File: src/design/asob_pkg.sv
// Shared types and constants for the additive sine oscillator bank.
// Holds the input/output word structs and the controller/datapath command bundle.
// No dependencies.
package asob_pkg;

    localparam logic CMD_SET = 1'b0;
    localparam logic CMD_GEN = 1'b1;

    localparam int unsigned SINE_W       = 17;
    localparam int unsigned TGT_W        = 16;
    localparam int unsigned AMP_W        = 24;
    localparam int unsigned SMOOTH_K     = 1966;
    localparam int unsigned SMOOTH_K_W   = 12;
    localparam int unsigned FRAC_SH      = 16;
    localparam int          OUT_MAX      = 8388607;
    localparam int          OUT_MIN      = -8388608;

    localparam longint unsigned HALF_PI_Q30 = 64'd1686629713;
    localparam longint unsigned Q30_ONE     = 64'd1 << 30;

    typedef struct packed {
        logic        cmd;
        logic [6:0]  osc_index;
        logic [23:0] phase_step;
        logic [15:0] target_left;
        logic [15:0] target_right;
    } t_in_word;

    typedef struct packed {
        logic signed [23:0] left_sample;
        logic signed [23:0] right_sample;
    } t_out_word;

    typedef struct packed {
        logic clr_wr;
        logic set_wr;
        logic rd_en;
        logic acc_clr;
        logic out_load;
    } t_dp_cmd;

    typedef struct packed {
        logic pipe_empty;
    } t_dp_status;

endpackage

File: src/design/asob_ctrl.sv
// Controller of the oscillator bank: clearing sweep, input handshake,
// oscillator sweep, drain wait and output word register handshake.
// Depends on asob_pkg.
module asob_ctrl import asob_pkg::*; #(
    parameter  int NUM_OSC = 128,
    localparam int ADDR_W  = (NUM_OSC > 1) ? $clog2(NUM_OSC) : 1
) (
    input  logic              i_clk,
    input  logic              i_rst_n,
    input  logic              i_in_valid,
    input  logic              i_in_cmd,
    input  logic              i_out_stall,
    input  t_dp_status        i_status,
    output logic              o_in_stall,
    output logic              o_out_valid,
    output t_dp_cmd           o_cmd,
    output logic [ADDR_W-1:0] o_addr
);

    typedef enum logic [4:0] {
        ST_CLEAR = 5'b00001,
        ST_IDLE  = 5'b00010,
        ST_RUN   = 5'b00100,
        ST_DRAIN = 5'b01000,
        ST_DONE  = 5'b10000
    } t_state;

    t_state            r_state;
    t_state            n_state;
    logic [ADDR_W-1:0] r_addr;
    logic [ADDR_W-1:0] n_addr;
    logic              r_out_valid;
    logic              n_out_valid;
    logic              w_last;

    assign w_last = (r_addr == ADDR_W'(NUM_OSC - 1));

    always_comb begin
        n_state     = r_state;
        n_addr      = r_addr;
        n_out_valid = r_out_valid && i_out_stall;
        o_cmd       = '0;
        o_in_stall  = 1'b1;
        unique case (r_state)
            ST_CLEAR: begin
                o_cmd.clr_wr = 1'b1;
                if (w_last) begin
                    n_addr  = '0;
                    n_state = ST_IDLE;
                end else begin
                    n_addr = r_addr + ADDR_W'(1);
                end
            end
            ST_IDLE: begin
                o_in_stall = 1'b0;
                if (i_in_valid) begin
                    if (i_in_cmd == CMD_GEN) begin
                        o_cmd.acc_clr = 1'b1;
                        n_addr        = '0;
                        n_state       = ST_RUN;
                    end else begin
                        o_cmd.set_wr = 1'b1;
                    end
                end
            end
            ST_RUN: begin
                o_cmd.rd_en = 1'b1;
                if (w_last) begin
                    n_addr  = '0;
                    n_state = ST_DRAIN;
                end else begin
                    n_addr = r_addr + ADDR_W'(1);
                end
            end
            ST_DRAIN: begin
                if (i_status.pipe_empty) begin
                    n_state = ST_DONE;
                end
            end
            ST_DONE: begin
                if (!r_out_valid || !i_out_stall) begin
                    o_cmd.out_load = 1'b1;
                    n_out_valid    = 1'b1;
                    n_state        = ST_IDLE;
                end
            end
            default: begin
                n_state = ST_CLEAR;
                n_addr  = '0;
            end
        endcase
    end

    always_ff @(posedge i_clk) begin
        if (!i_rst_n) begin
            r_state     <= ST_CLEAR;
            r_addr      <= '0;
            r_out_valid <= 1'b0;
        end else begin
            r_state     <= n_state;
            r_addr      <= n_addr;
            r_out_valid <= n_out_valid;
        end
    end

    assign o_out_valid = r_out_valid;
    assign o_addr      = r_addr;

endmodule

File: config.mk
export PLATFORM = sky130hd
export DESIGN_NAME = asob_ctrl
export DESIGN_NICKNAME = d
export VERILOG_FILES = /design/src/design/asob_pkg.sv /design/src/design/asob_ctrl.sv
export SDC_FILE = /design/constraint.sdc
export NUM_CORES = 1
export LEC_CHECK = 0
export BUFFER_PORTS_ARGS = -buffer_cell sky130_fd_sc_hd__buf_2
export CAP_MARGIN = 25
export CORE_MARGIN = 3
export CORE_UTILIZATION = 40
export DETAILED_ROUTE_END_ITERATION = 7
export HOLD_SLACK_MARGIN = 0.15
export SYNTH_ARGS = -nofsm -noshare
export SYNTH_HDL_FRONTEND = slang
export SYNTH_SLANG_ARGS = --single-unit
File: constraint.sdc
create_clock -name i_clk -period 2.1 [get_ports i_clk]
set_clock_uncertainty 0.05 [all_clocks]
set_input_delay 0.42 -clock i_clk [delete_from_list [all_inputs] [get_ports i_clk]]
set_output_delay 0.42 -clock i_clk [all_outputs]
set_load 0.005 [all_outputs]
==> summary.md, run 1 <==
| Metric | Value |
|---|---|
| Final setup vio count | `0` |
| Critical Path Source Type | `register` |
| CP arrival | `1.54 ns` |
| Ant. Diodes | `0` |
| Site Rows | `15` |
| Share of post-route cells with drive strength above 1 | `0.300` |
| Starting DRC count in detailed routing | `13` |
| Clock sink count | `13` |
| CP max-delay cell | `dfxtp_1` |
| GRT Util Overall | `0.145` |
| Routability congestion estimate | `0.763` |
| Worst slew pin tran | `0.423 ns` |
| Crit path kind | `register to output port` |
| Largest net degree at the start of global routing | `13` |
| Status | `finished, final reports clean` |
| Initial core utilization | `0.446` |
| Yosys top cell area share | `0.320` |
| Avg Inst Size Synth | `8.64 um^2` |
| Max cap viols | `0` |
| Fin crit share | `0.956` |
| Max Fclk | `498 MHz` |
| Antenna violations before repair | `0` |
| Tot Pwr | `0.442 mW` |
| Seq/Total Area, Yosys | `0.320` |
| Main synth FF type | `dfxtp_1` |
| Router iterations before antenna repair | `4` |
| CTS clock-pin slew for the worst setup and hold paths | `0.08 ns` |
| Largest delay share family, worst path | `simple AND/OR/NAND/NOR gates` |
| Root Buffer Master | `clkbuf_4` |
| Cts hold-fix bufs | `0` |
| Total grt overflow | `0` |
| CP Buf/Inv Count | `2` |
| CTS max path bufs | `2` |
| Post-synth EDFFs | `0` |
| Pins over their slew limit | `0` |
| Number of distinct library cells after synthesis | `38` |
| Crit-path max FO | `10` |
| Synth-to-layout area growth | `15.1%` |
| Most frequent cells in the layout | `buf_2, o21ai_0, dfxtp_1` |
| Vias in the first global route | `652` |
| Worst VDD drop | `0.288 mV` |
| Slew Limit Headroom | `0.717` |
| DRC Markers | `0` |
| Die Span Y | `51.1 um` |
| Fin. Hold Viols | `0` |
| DR vias/cell | `5.50` |
| H-tree Lvls | `1` |
| Floorplan core area | `0.00182 mm^2` |
| FFs w/ async S/R, synth | `0` |
| Num CTS Buffers | `3` |
| WL/cell | `13.0 um` |
| Clk_lat worst skew | `0.28 ns` |
| Post-detail-place hpwl | `1.33 mm` |
| Vias | `742` |
| Leak pwr | `0.392 nW` |
| CP max stage delay | `0.44 ns` |
| Mapped Area | `812 um^2` |
| CTS tree | `built` |
| DIE AREA | `0.00261 mm^2` |
| Power Density | `473 mW/mm^2` |
| CP cell instances | `nor4_4, buf_4, and4_1, buf_2` |
| Die X | `51.1 um` |
| Warnings from Yosys | `0` |
| Final core utilization | `0.513` |
| Total Routed Length | `1.76 mm` |
| Endpoint class of the critical path | `output port` |
| Number of port buffers | `19` |
| Most common cell after layout, fill and taps aside | `buf_2` |
| CP required | `1.63 ns` |
| Register bit total from synthesis | `13` |
| First-pass GRT wire length | `2.86 mm` |
| Io pins | `20` |
| Syn_nets | `101` |
| Tmin final | `2.01 ns` |
| HP Class | `primary input to register` |
| Syn Inst Count | `94` |
| DRT antenna net count | `0` |
| Cell taking the most area after synthesis | `dfxtp_1` |
| Final net count | `118` |
| Area contributors post-synth | `dfxtp_1, o21ai_0, xor2_1` |
## registers in the layout, indices dropped and copies added (netlist names)
register,flops
o_addr,7
r_state,5
o_out_valid,1
## synth_stat cells (2+ instances only)
library cell,number
a21boi_1,2
and2_1,2
and3_1,3
buf_4,2
nor2_1,3
nand2_1,8
nor3_1,4
nand3_1,2
xor2_1,4
a21oi_1,4
or3_1,3
nor4_1,2
nor3b_1,3
or4b_1,2
dfxtp_1,13
nand4_1,2
o21ai_0,10
buf_2,4
a21boi_0,2
## cell families after synthesis
kind of cell / count (synthesis) / synth area share
fa+ha+maj: 1 / 0.0154
mux: 1 / 0.0123
xor+xnor: 5 / 0.0632
flops: 13 / 0.320
compound gates: 24 / 0.197
buf+inv: 9 / 0.0662
simple gates: 41 / 0.325
## metal layers
layer,vias to the layer above,routed length [um],global-route usage
li1,382,-,-
met1,331,855,0.205
met2,25,768,0.210
met3,4,106,0.0175
met4,0,25,0.0852
met5,-,0,0
## area by class of cell
type                            instances  area (um^2)
Fill cell                             195          886
Multi-Input combinational cell         72          507
Sequential cell                        13          264
Timing Repair Buffer                   20          103
Tap cell                               25         31.3
Clock buffer                            4         26.3
Inverter                                1         3.75
## final timing paths
path | startpoint | end | slack, ns | cells past startpoint
max | r_state[3] | o_cmd[1] | 0.09 | 4
min | i_out_stall | o_out_valid | 0.36 | 3
max reg2reg | r_state[3] | o_addr[5] | 0.26 | 5
min reg2reg | o_out_valid | o_out_valid | 0.46 | 2
## worst min-delay path: stages
cell and delay, ns:
buf_2 0.11, nand2_1 0.05, a21boi_0 0.06
## timing repair
| action | 4_1_cts | 5_1_grt |
|---|---|---|
| setup buffers | 0 | 1 |
| setup endpoints to repair | 0 | 3 |
| gates resized for setup | 0 | 4 |
| endpoints found under the hold margin | 0 | 0 |
## where the power goes
| part | internal (mW) | switching (mW) | total (mW) |
|---|---|---|---|
| Combinational | 0.0145 | 0.0142 | 0.0287 |
| Clock | 0.0737 | 0.0841 | 0.158 |
| Sequential | 0.251 | 0.00478 | 0.256 |
## metrics by stage
| step | hold slack, ns | area (um^2) | cells | TNS [ns] | setup WS (ns) |
|---|---|---|---|---|---|
| detailed placement | 0.448 | 888 | 130 | 0 | 0.292 |
| global placement | 0.448 | 888 | 130 | 0 | 0.351 |
| global route | 0.381 | 935 | 135 | -0.0309 | -0.0301 |
| CTS | 0.354 | 915 | 134 | 0 | 0.0263 |
| floorplan | 0.441 | 812 | 94 | 0 | 0.520 |
| finish | 0.357 | 935 | 135 | 0 | 0.0921 |
No activity file was read; power rests on OpenSTA's default activity.
==> run 2: changes to the inputs <==
--- a/config.mk
+++ b/config.mk
@@ -11,6 +11,7 @@
 export CORE_UTILIZATION = 40
 export DETAILED_ROUTE_END_ITERATION = 7
 export HOLD_SLACK_MARGIN = 0.15
+export PLACE_DENSITY = 0.63
 export SYNTH_ARGS = -nofsm -noshare
 export SYNTH_HDL_FRONTEND = slang
 export SYNTH_SLANG_ARGS = --single-unit
==> summary.md, run 2 (synthesis gave the netlist of run 1 again) <==
| Metric | Value |
|---|---|
| Die X | `51.1 um (unchanged)` |
| HP Class | `primary input to register` |
| Num CTS Buffers | `3 (unchanged)` |
| CTS clock-pin slew for the worst setup and hold paths | `0.09 ns (about the same)` |
| CP required | `1.63 ns (about the same)` |
| Site Rows | `15 (unchanged)` |
| Max cap viols | `0 (unchanged)` |
| Antenna violations before repair | `0 (unchanged)` |
| Crit path kind | `register to output port` |
| Io pins | `20 (unchanged)` |
| Ant. Diodes | `0 (unchanged)` |
| CP arrival | `1.51 ns (-0.03 ns)` |
| Critical Path Source Type | `register` |
| Total grt overflow | `0 (unchanged)` |
| CTS tree | `built` |
| Internal | `0.336 mW (-0.87%)` |
| Max Fclk | `505 MHz (+1.4%)` |
| Power Density | `476 mW/mm^2 (+0.52%)` |
| DR vias/cell | `5.27 (-4.1%)` |
| Synth-to-layout area growth | `15.1% (unchanged)` |
| Vias | `706 (-4.9%)` |
| Floorplan core area | `0.00182 mm^2 (unchanged)` |
| Fin. Hold Viols | `0 (unchanged)` |
| Largest net degree at the start of global routing | `13 (unchanged)` |
| Root Buffer Master | `clkbuf_4` |
| Die Span Y | `51.1 um (unchanged)` |
| Most common cell after layout, fill and taps aside | `buf_2` |
| Worst VDD drop | `0.341 mV (+18%)` |
| Switch Pwr | `0.108 mW (+5.1%)` |
| Final net count | `117 (-0.85%)` |
| Tmin final | `1.98 ns (-0.0278 ns)` |
| Crit-path max FO | `11 (+1)` |
| Clock sink count | `13 (unchanged)` |
| Tot Pwr | `0.445 mW (+0.52%)` |
| Total Routed Length | `1.72 mm (-2.2%)` |
| CTS max path bufs | `2 (unchanged)` |
| Worst slew pin tran | `0.449 ns (+0.0255 ns)` |
| Vias in the first global route | `633 (-2.9%)` |
| Clock network fraction of total power | `0.361 (+0.004)` |
| Number of port buffers | `19 (unchanged)` |
| Share of post-route cells with drive strength above 1 | `0.312 (+0.0119)` |
| Max reg flops | `7 (unchanged)` |
| Final setup vio count | `0 (unchanged)` |
| Pins over their slew limit | `0 (unchanged)` |
| Gate power share | `0.063 (-0.002)` |
| # fillers | `189 (-3.1%)` |
| Post-detail-place hpwl | `1.29 mm (-3.6%)` |
| Slew Limit Headroom | `0.700 (-0.0170)` |
| DRT antenna net count | `0 (unchanged)` |
| Endpoint class of the critical path | `output port` |
| First-pass GRT wire length | `2.85 mm (-0.25%)` |
| DIE AREA | `0.00261 mm^2 (unchanged)` |
| Status | `finished, final reports clean` |
| Clk_lat worst skew | `0.28 ns (about the same)` |
| Setup bufs post-CTS | `0 (unchanged)` |
| Starting DRC count in detailed routing | `9 (-4)` |
| WL/cell | `12.8 um (-1.5%)` |
| Leak pwr | `0.390 nW (-0.55%)` |
| Router iterations before antenna repair | `4 (unchanged)` |
| Reg power frac | `0.576 (-0.003)` |
| Fin crit share | `0.943 (-0.0132)` |
| Most frequent cells in the layout | `buf_2, o21ai_0, dfxtp_1` |
| Cts hold-fix bufs | `0 (unchanged)` |
| RSZ-0062 raised after global routing | `false` |
| DRC Markers | `0 (unchanged)` |
| Routability congestion estimate | `0.771 (+0.96%)` |
| H-tree Lvls | `1 (unchanged)` |
| GRT Util Overall | `0.148 (+0.00297)` |
| Switching share of power | `0.244 (+0.0106)` |
| Post-route setup TNS | `0 ns (unchanged)` |
| Initial core utilization | `0.446 (unchanged)` |
[run 2: worst paths after layout]
kind | startpoint | endpoint | slack, ns | cells past startpoint
min | i_out_stall | o_out_valid | 0.35 | 3
max | r_state[4] | o_cmd[3] | 0.12 | 4
max reg2reg | r_state[1] | o_addr[6] | 0.30 | 4
min reg2reg | o_out_valid | o_out_valid | 0.45 | 2
[run 2: final cells by class]
class | count | area [um^2] | area share
Multi-Input combinational cell | 72 | 513 | 0.549
Tap cell | 25 | 31.3 | 0.0335
Inverter | 1 | 3.75 | 0.00402
Timing Repair Buffer | 19 | 95.1 | 0.102
Sequential cell | 13 | 264 | 0.282
Clock buffer | 3 | 22.5 | 0.0241
Clock inverter | 1 | 5.00 | 0.00535
[run 2: metal layers]
metal	GRT usage	vias to the layer above	part of all wire
met2	0.215	15	0.43
met4	0.0538	0	0.014
met1	0.201	311	0.51
li1	-	375	-
met5	0	-	0
met3	0.0525	5	0.050
[run 2: what timing repair did]
action	CTS	global route
endpoints found under the hold margin	0	0
resized for setup	0	5
endpoints found under the setup margin	0	4
[run 2: critical path, cell delays in order, from the launching register on]
cell and delay (ns):
dfxtp_2 0.40, nor4_4 0.36, nand2_1 0.12, nor3b_1 0.21, buf_2 0.14
[run 2: power by group through the flow]
stage / Clock, mW / Combinational [mW] / Sequential (mW)
5_1_grt: 0.182 / 0.0321 / 0.257
3_5_place_dp: 0 / 0.0282 / 0.262
2_1_floorplan: 0 / 0.0142 / 0.262
3_3_place_gp: 0 / 0.0278 / 0.262
4_1_cts: 0.166 / 0.0284 / 0.256
6_report: 0.161 / 0.0281 / 0.256
[run 2: metrics by stage]
step	hold WS [ns]	worst slack (ns)	utilization	cells	area, um^2
2_1_floorplan	0.441	0.520	-	94	812
3_3_place_gp	0.438	0.338	0.488	130	888
3_5_place_dp	0.448	0.299	0.488	130	888
4_1_cts	0.347	0.00132	0.503	134	916
5_1_grt	0.351	0.000108	0.513	134	935
6_report	0.346	0.120	0.513	134	935
==> run 3: changes to the inputs <==
--- a/config.mk
+++ b/config.mk
@@ -12,6 +12,7 @@
 export DETAILED_ROUTE_END_ITERATION = 7
 export HOLD_SLACK_MARGIN = 0.15
 export PLACE_DENSITY = 0.63
+export RECOVER_POWER = 100
 export SYNTH_ARGS = -nofsm -noshare
 export SYNTH_HDL_FRONTEND = slang
 export SYNTH_SLANG_ARGS = --single-unit
==> summary.md, run 3 (synthesis gave the netlist of run 1 again) <==
| Metric | Value |
|---|---|
| Status | `finished, final reports clean` |
| WL/cell | `12.9 um (+0.47%)` |
| Vias in the first global route | `633 (unchanged)` |
| Clock network fraction of total power | `0.361 (about the same)` |
| Post-route setup TNS | `0 ns (unchanged)` |
| Floorplan core area | `0.00182 mm^2 (unchanged)` |
| Worst slew pin tran | `0.453 ns (+0.00405 ns)` |
| Worst R2R Setup Slack | `0.22 ns (-0.08 ns)` |
| Routability congestion estimate | `0.771 (unchanged)` |
| Fin crit share | `0.942 (-0.00114)` |
| CP max-delay cell | `dfxtp_2` |
| Total Routed Length | `1.73 mm (+0.47%)` |
| Hold Path Origin | `i_out_stall` |
| Io pins | `20 (unchanged)` |
| Num CTS Buffers | `3 (unchanged)` |
| Most frequent cells in the layout | `buf_2, o21ai_0, dfxtp_1` |
| Clk_lat worst skew | `0.28 ns (about the same)` |
| H-tree Lvls | `1 (unchanged)` |
| WHS Endpoint | `o_out_valid` |
| Leak pwr | `0.381 nW (-2.3%)` |
| Dpl cell area | `888 um^2 (unchanged)` |
| Worst flop-to-flop path endpoint | `o_addr[6]` |
| Tot Pwr | `0.444 mW (-0.27%)` |
| Site Rows | `15 (unchanged)` |
| HP Class | `primary input to register` |
| Starting DRC count in detailed routing | `9 (unchanged)` |
| Largest delay share family, worst path | `simple AND/OR/NAND/NOR gates` |
| Initial core utilization | `0.446 (unchanged)` |
| Slew Limit Headroom | `0.695 (-0.00548)` |
| Gate power share | `0.062 (about the same)` |
| CP arrival | `1.51 ns (about the same)` |
| Reg power frac | `0.577 (about the same)` |
| Vias | `726 (+2.8%)` |
| Internal | `0.336 mW (-0.18%)` |
| CP cell instances | `nor4_4, nand2_1, nor3b_1, buf_2` |
| Die Span Y | `51.1 um (unchanged)` |
| Crit-path max FO | `11 (unchanged)` |
| CTS clock-pin slew for the worst setup and hold paths | `0.09 ns (about the same)` |
| DRT antenna net count | `0 (unchanged)` |
| Cts hold-fix bufs | `0 (unchanged)` |
| Share of post-route cells with drive strength above 1 | `0.284 (-0.0275)` |
| DIE AREA | `0.00261 mm^2 (unchanged)` |
| GRT Util Overall | `0.148 (unchanged)` |
| Most common cell after layout, fill and taps aside | `buf_2` |
| R2r startpoint | `r_state[1]` |
| # fillers | `192 (+1.6%)` |
| Number of port buffers | `19 (unchanged)` |
| RSZ-0062 raised after global routing | `false` |
| Final setup vio count | `0 (unchanged)` |
| WHS Path Cells | `3 (unchanged)` |
| Antenna violations before repair | `0 (unchanged)` |
| Total grt overflow | `0 (unchanged)` |
| Die X | `51.1 um (unchanged)` |
| R2R depth | `4 (unchanged)` |
| Switching share of power | `0.243 (-0.000669)` |
| Pre-CTS setup slack | `0.299 ns (unchanged)` |
| CTS tree | `built` |
| CP max stage delay | `0.40 ns (about the same)` |
| Largest net degree at the start of global routing | `13 (unchanged)` |
| DR vias/cell | `5.42 (+2.8%)` |
| Worst setup margin | `0.122 ns (+0.00239 ns)` |
| Max reg flops | `7 (unchanged)` |
| Tmin final | `1.98 ns (-0.00239 ns)` |
| Synth-to-layout area growth | `14.2%` |
| DRC Markers | `0 (unchanged)` |
| Worst VDD drop | `0.341 mV (about the same)` |
| Final Instance Area | `927 um^2 (-0.80%)` |
| Crit path kind | `register to output port` |
| Max Fclk | `506 MHz (+0.12%)` |
| CTS max path bufs | `2 (unchanged)` |
| Ant. Diodes | `0 (unchanged)` |
| Endpoint class of the critical path | `output port` |
| Post-detail-place hpwl | `1.29 mm (unchanged)` |
| Router iterations before antenna repair | `4 (unchanged)` |
| Switch Pwr | `0.108 mW (-0.54%)` |
| CP required | `1.63 ns (about the same)` |
| Power Density | `478 mW/mm^2 (+0.54%)` |
| Max cap viols | `0 (unchanged)` |
| Critical Path Source Type | `register` |
| Root Buffer Master | `clkbuf_4` |
| Final net count | `117 (unchanged)` |
| Pins over their slew limit | `0 (unchanged)` |
| CP Buf/Inv Count | `1 (unchanged)` |
| Fin. Hold Viols | `0 (unchanged)` |
| First-pass GRT wire length | `2.85 mm (unchanged)` |
| Clock sink count | `13 (unchanged)` |
## run 3: cell types whose count changed in the layout (fill, tap and decap cells not counted), sizes merged
cell	before	now
buf	19	17
clkbuf	3	5
## run 3: metrics by stage
step                      std cells  utilization  hold slack (ns)
after CTS                       134        0.503            0.347
final                           134        0.509            0.347
after global routing            134        0.509            0.350
after global placement          130        0.488            0.438
after floorplan                  94            -            0.441
after detailed placement        130        0.488            0.448
## run 3: final cells by class
type                       count  area [um^2]  area share
clock inverter                 1         5.00     0.00540
inverter                       1         3.75     0.00405
tap                           25         31.3      0.0337
clock buffer                   3         22.5      0.0243
sequential                    13          264       0.285
timing repair buffer          19         92.6      0.0999
multi-input combinational     72          508       0.548
## run 3: worst max-delay path by stage
stage	slack, ns	to	from	cells past startpoint
after floorplan	0.52	r_state[1]	o_addr[0]	5
after global placement	0.34	o_addr[6]	r_state[4]	4
after detailed placement	0.30	o_addr[6]	r_state[0]	4
after CTS	0.001	o_cmd[3]	r_state[4]	4
after global routing	0.0001	o_cmd[3]	r_state[0]	4
final	0.12	o_cmd[3]	r_state[4]	4
## run 3: worst register-to-register path, cell delays in order (launching register included)
cell and delay [ns]:
dfxtp_1 0.54, a21boi_0 0.31, a22o_1 0.40, o21ai_0 0.25, o21ba_2 0.28
## run 3: what timing repair did
item                       in CTS  in global routing
resized for setup               0                  5
setup endpoints to repair       0                  4
setup buffers                   0                  0
## run 3: power groups by stage
stage / Clock [mW] / Combinational [mW] / Sequential, mW
global placement: 0 / 0.0278 / 0.262
finish: 0.160 / 0.0273 / 0.256
global route: 0.182 / 0.0311 / 0.257
CTS: 0.166 / 0.0284 / 0.256
floorplan: 0 / 0.0142 / 0.262
detailed placement: 0 / 0.0282 / 0.262
## run 3: routing by layer
metal | vias to the layer above | global-route usage | part of all wire
met5 | - | 0 | 0
met4 | 0 | 0.0538 | 0.014
met3 | 5 | 0.0525 | 0.068
met2 | 24 | 0.215 | 0.44
met1 | 322 | 0.201 | 0.48
li1 | 375 | - | -
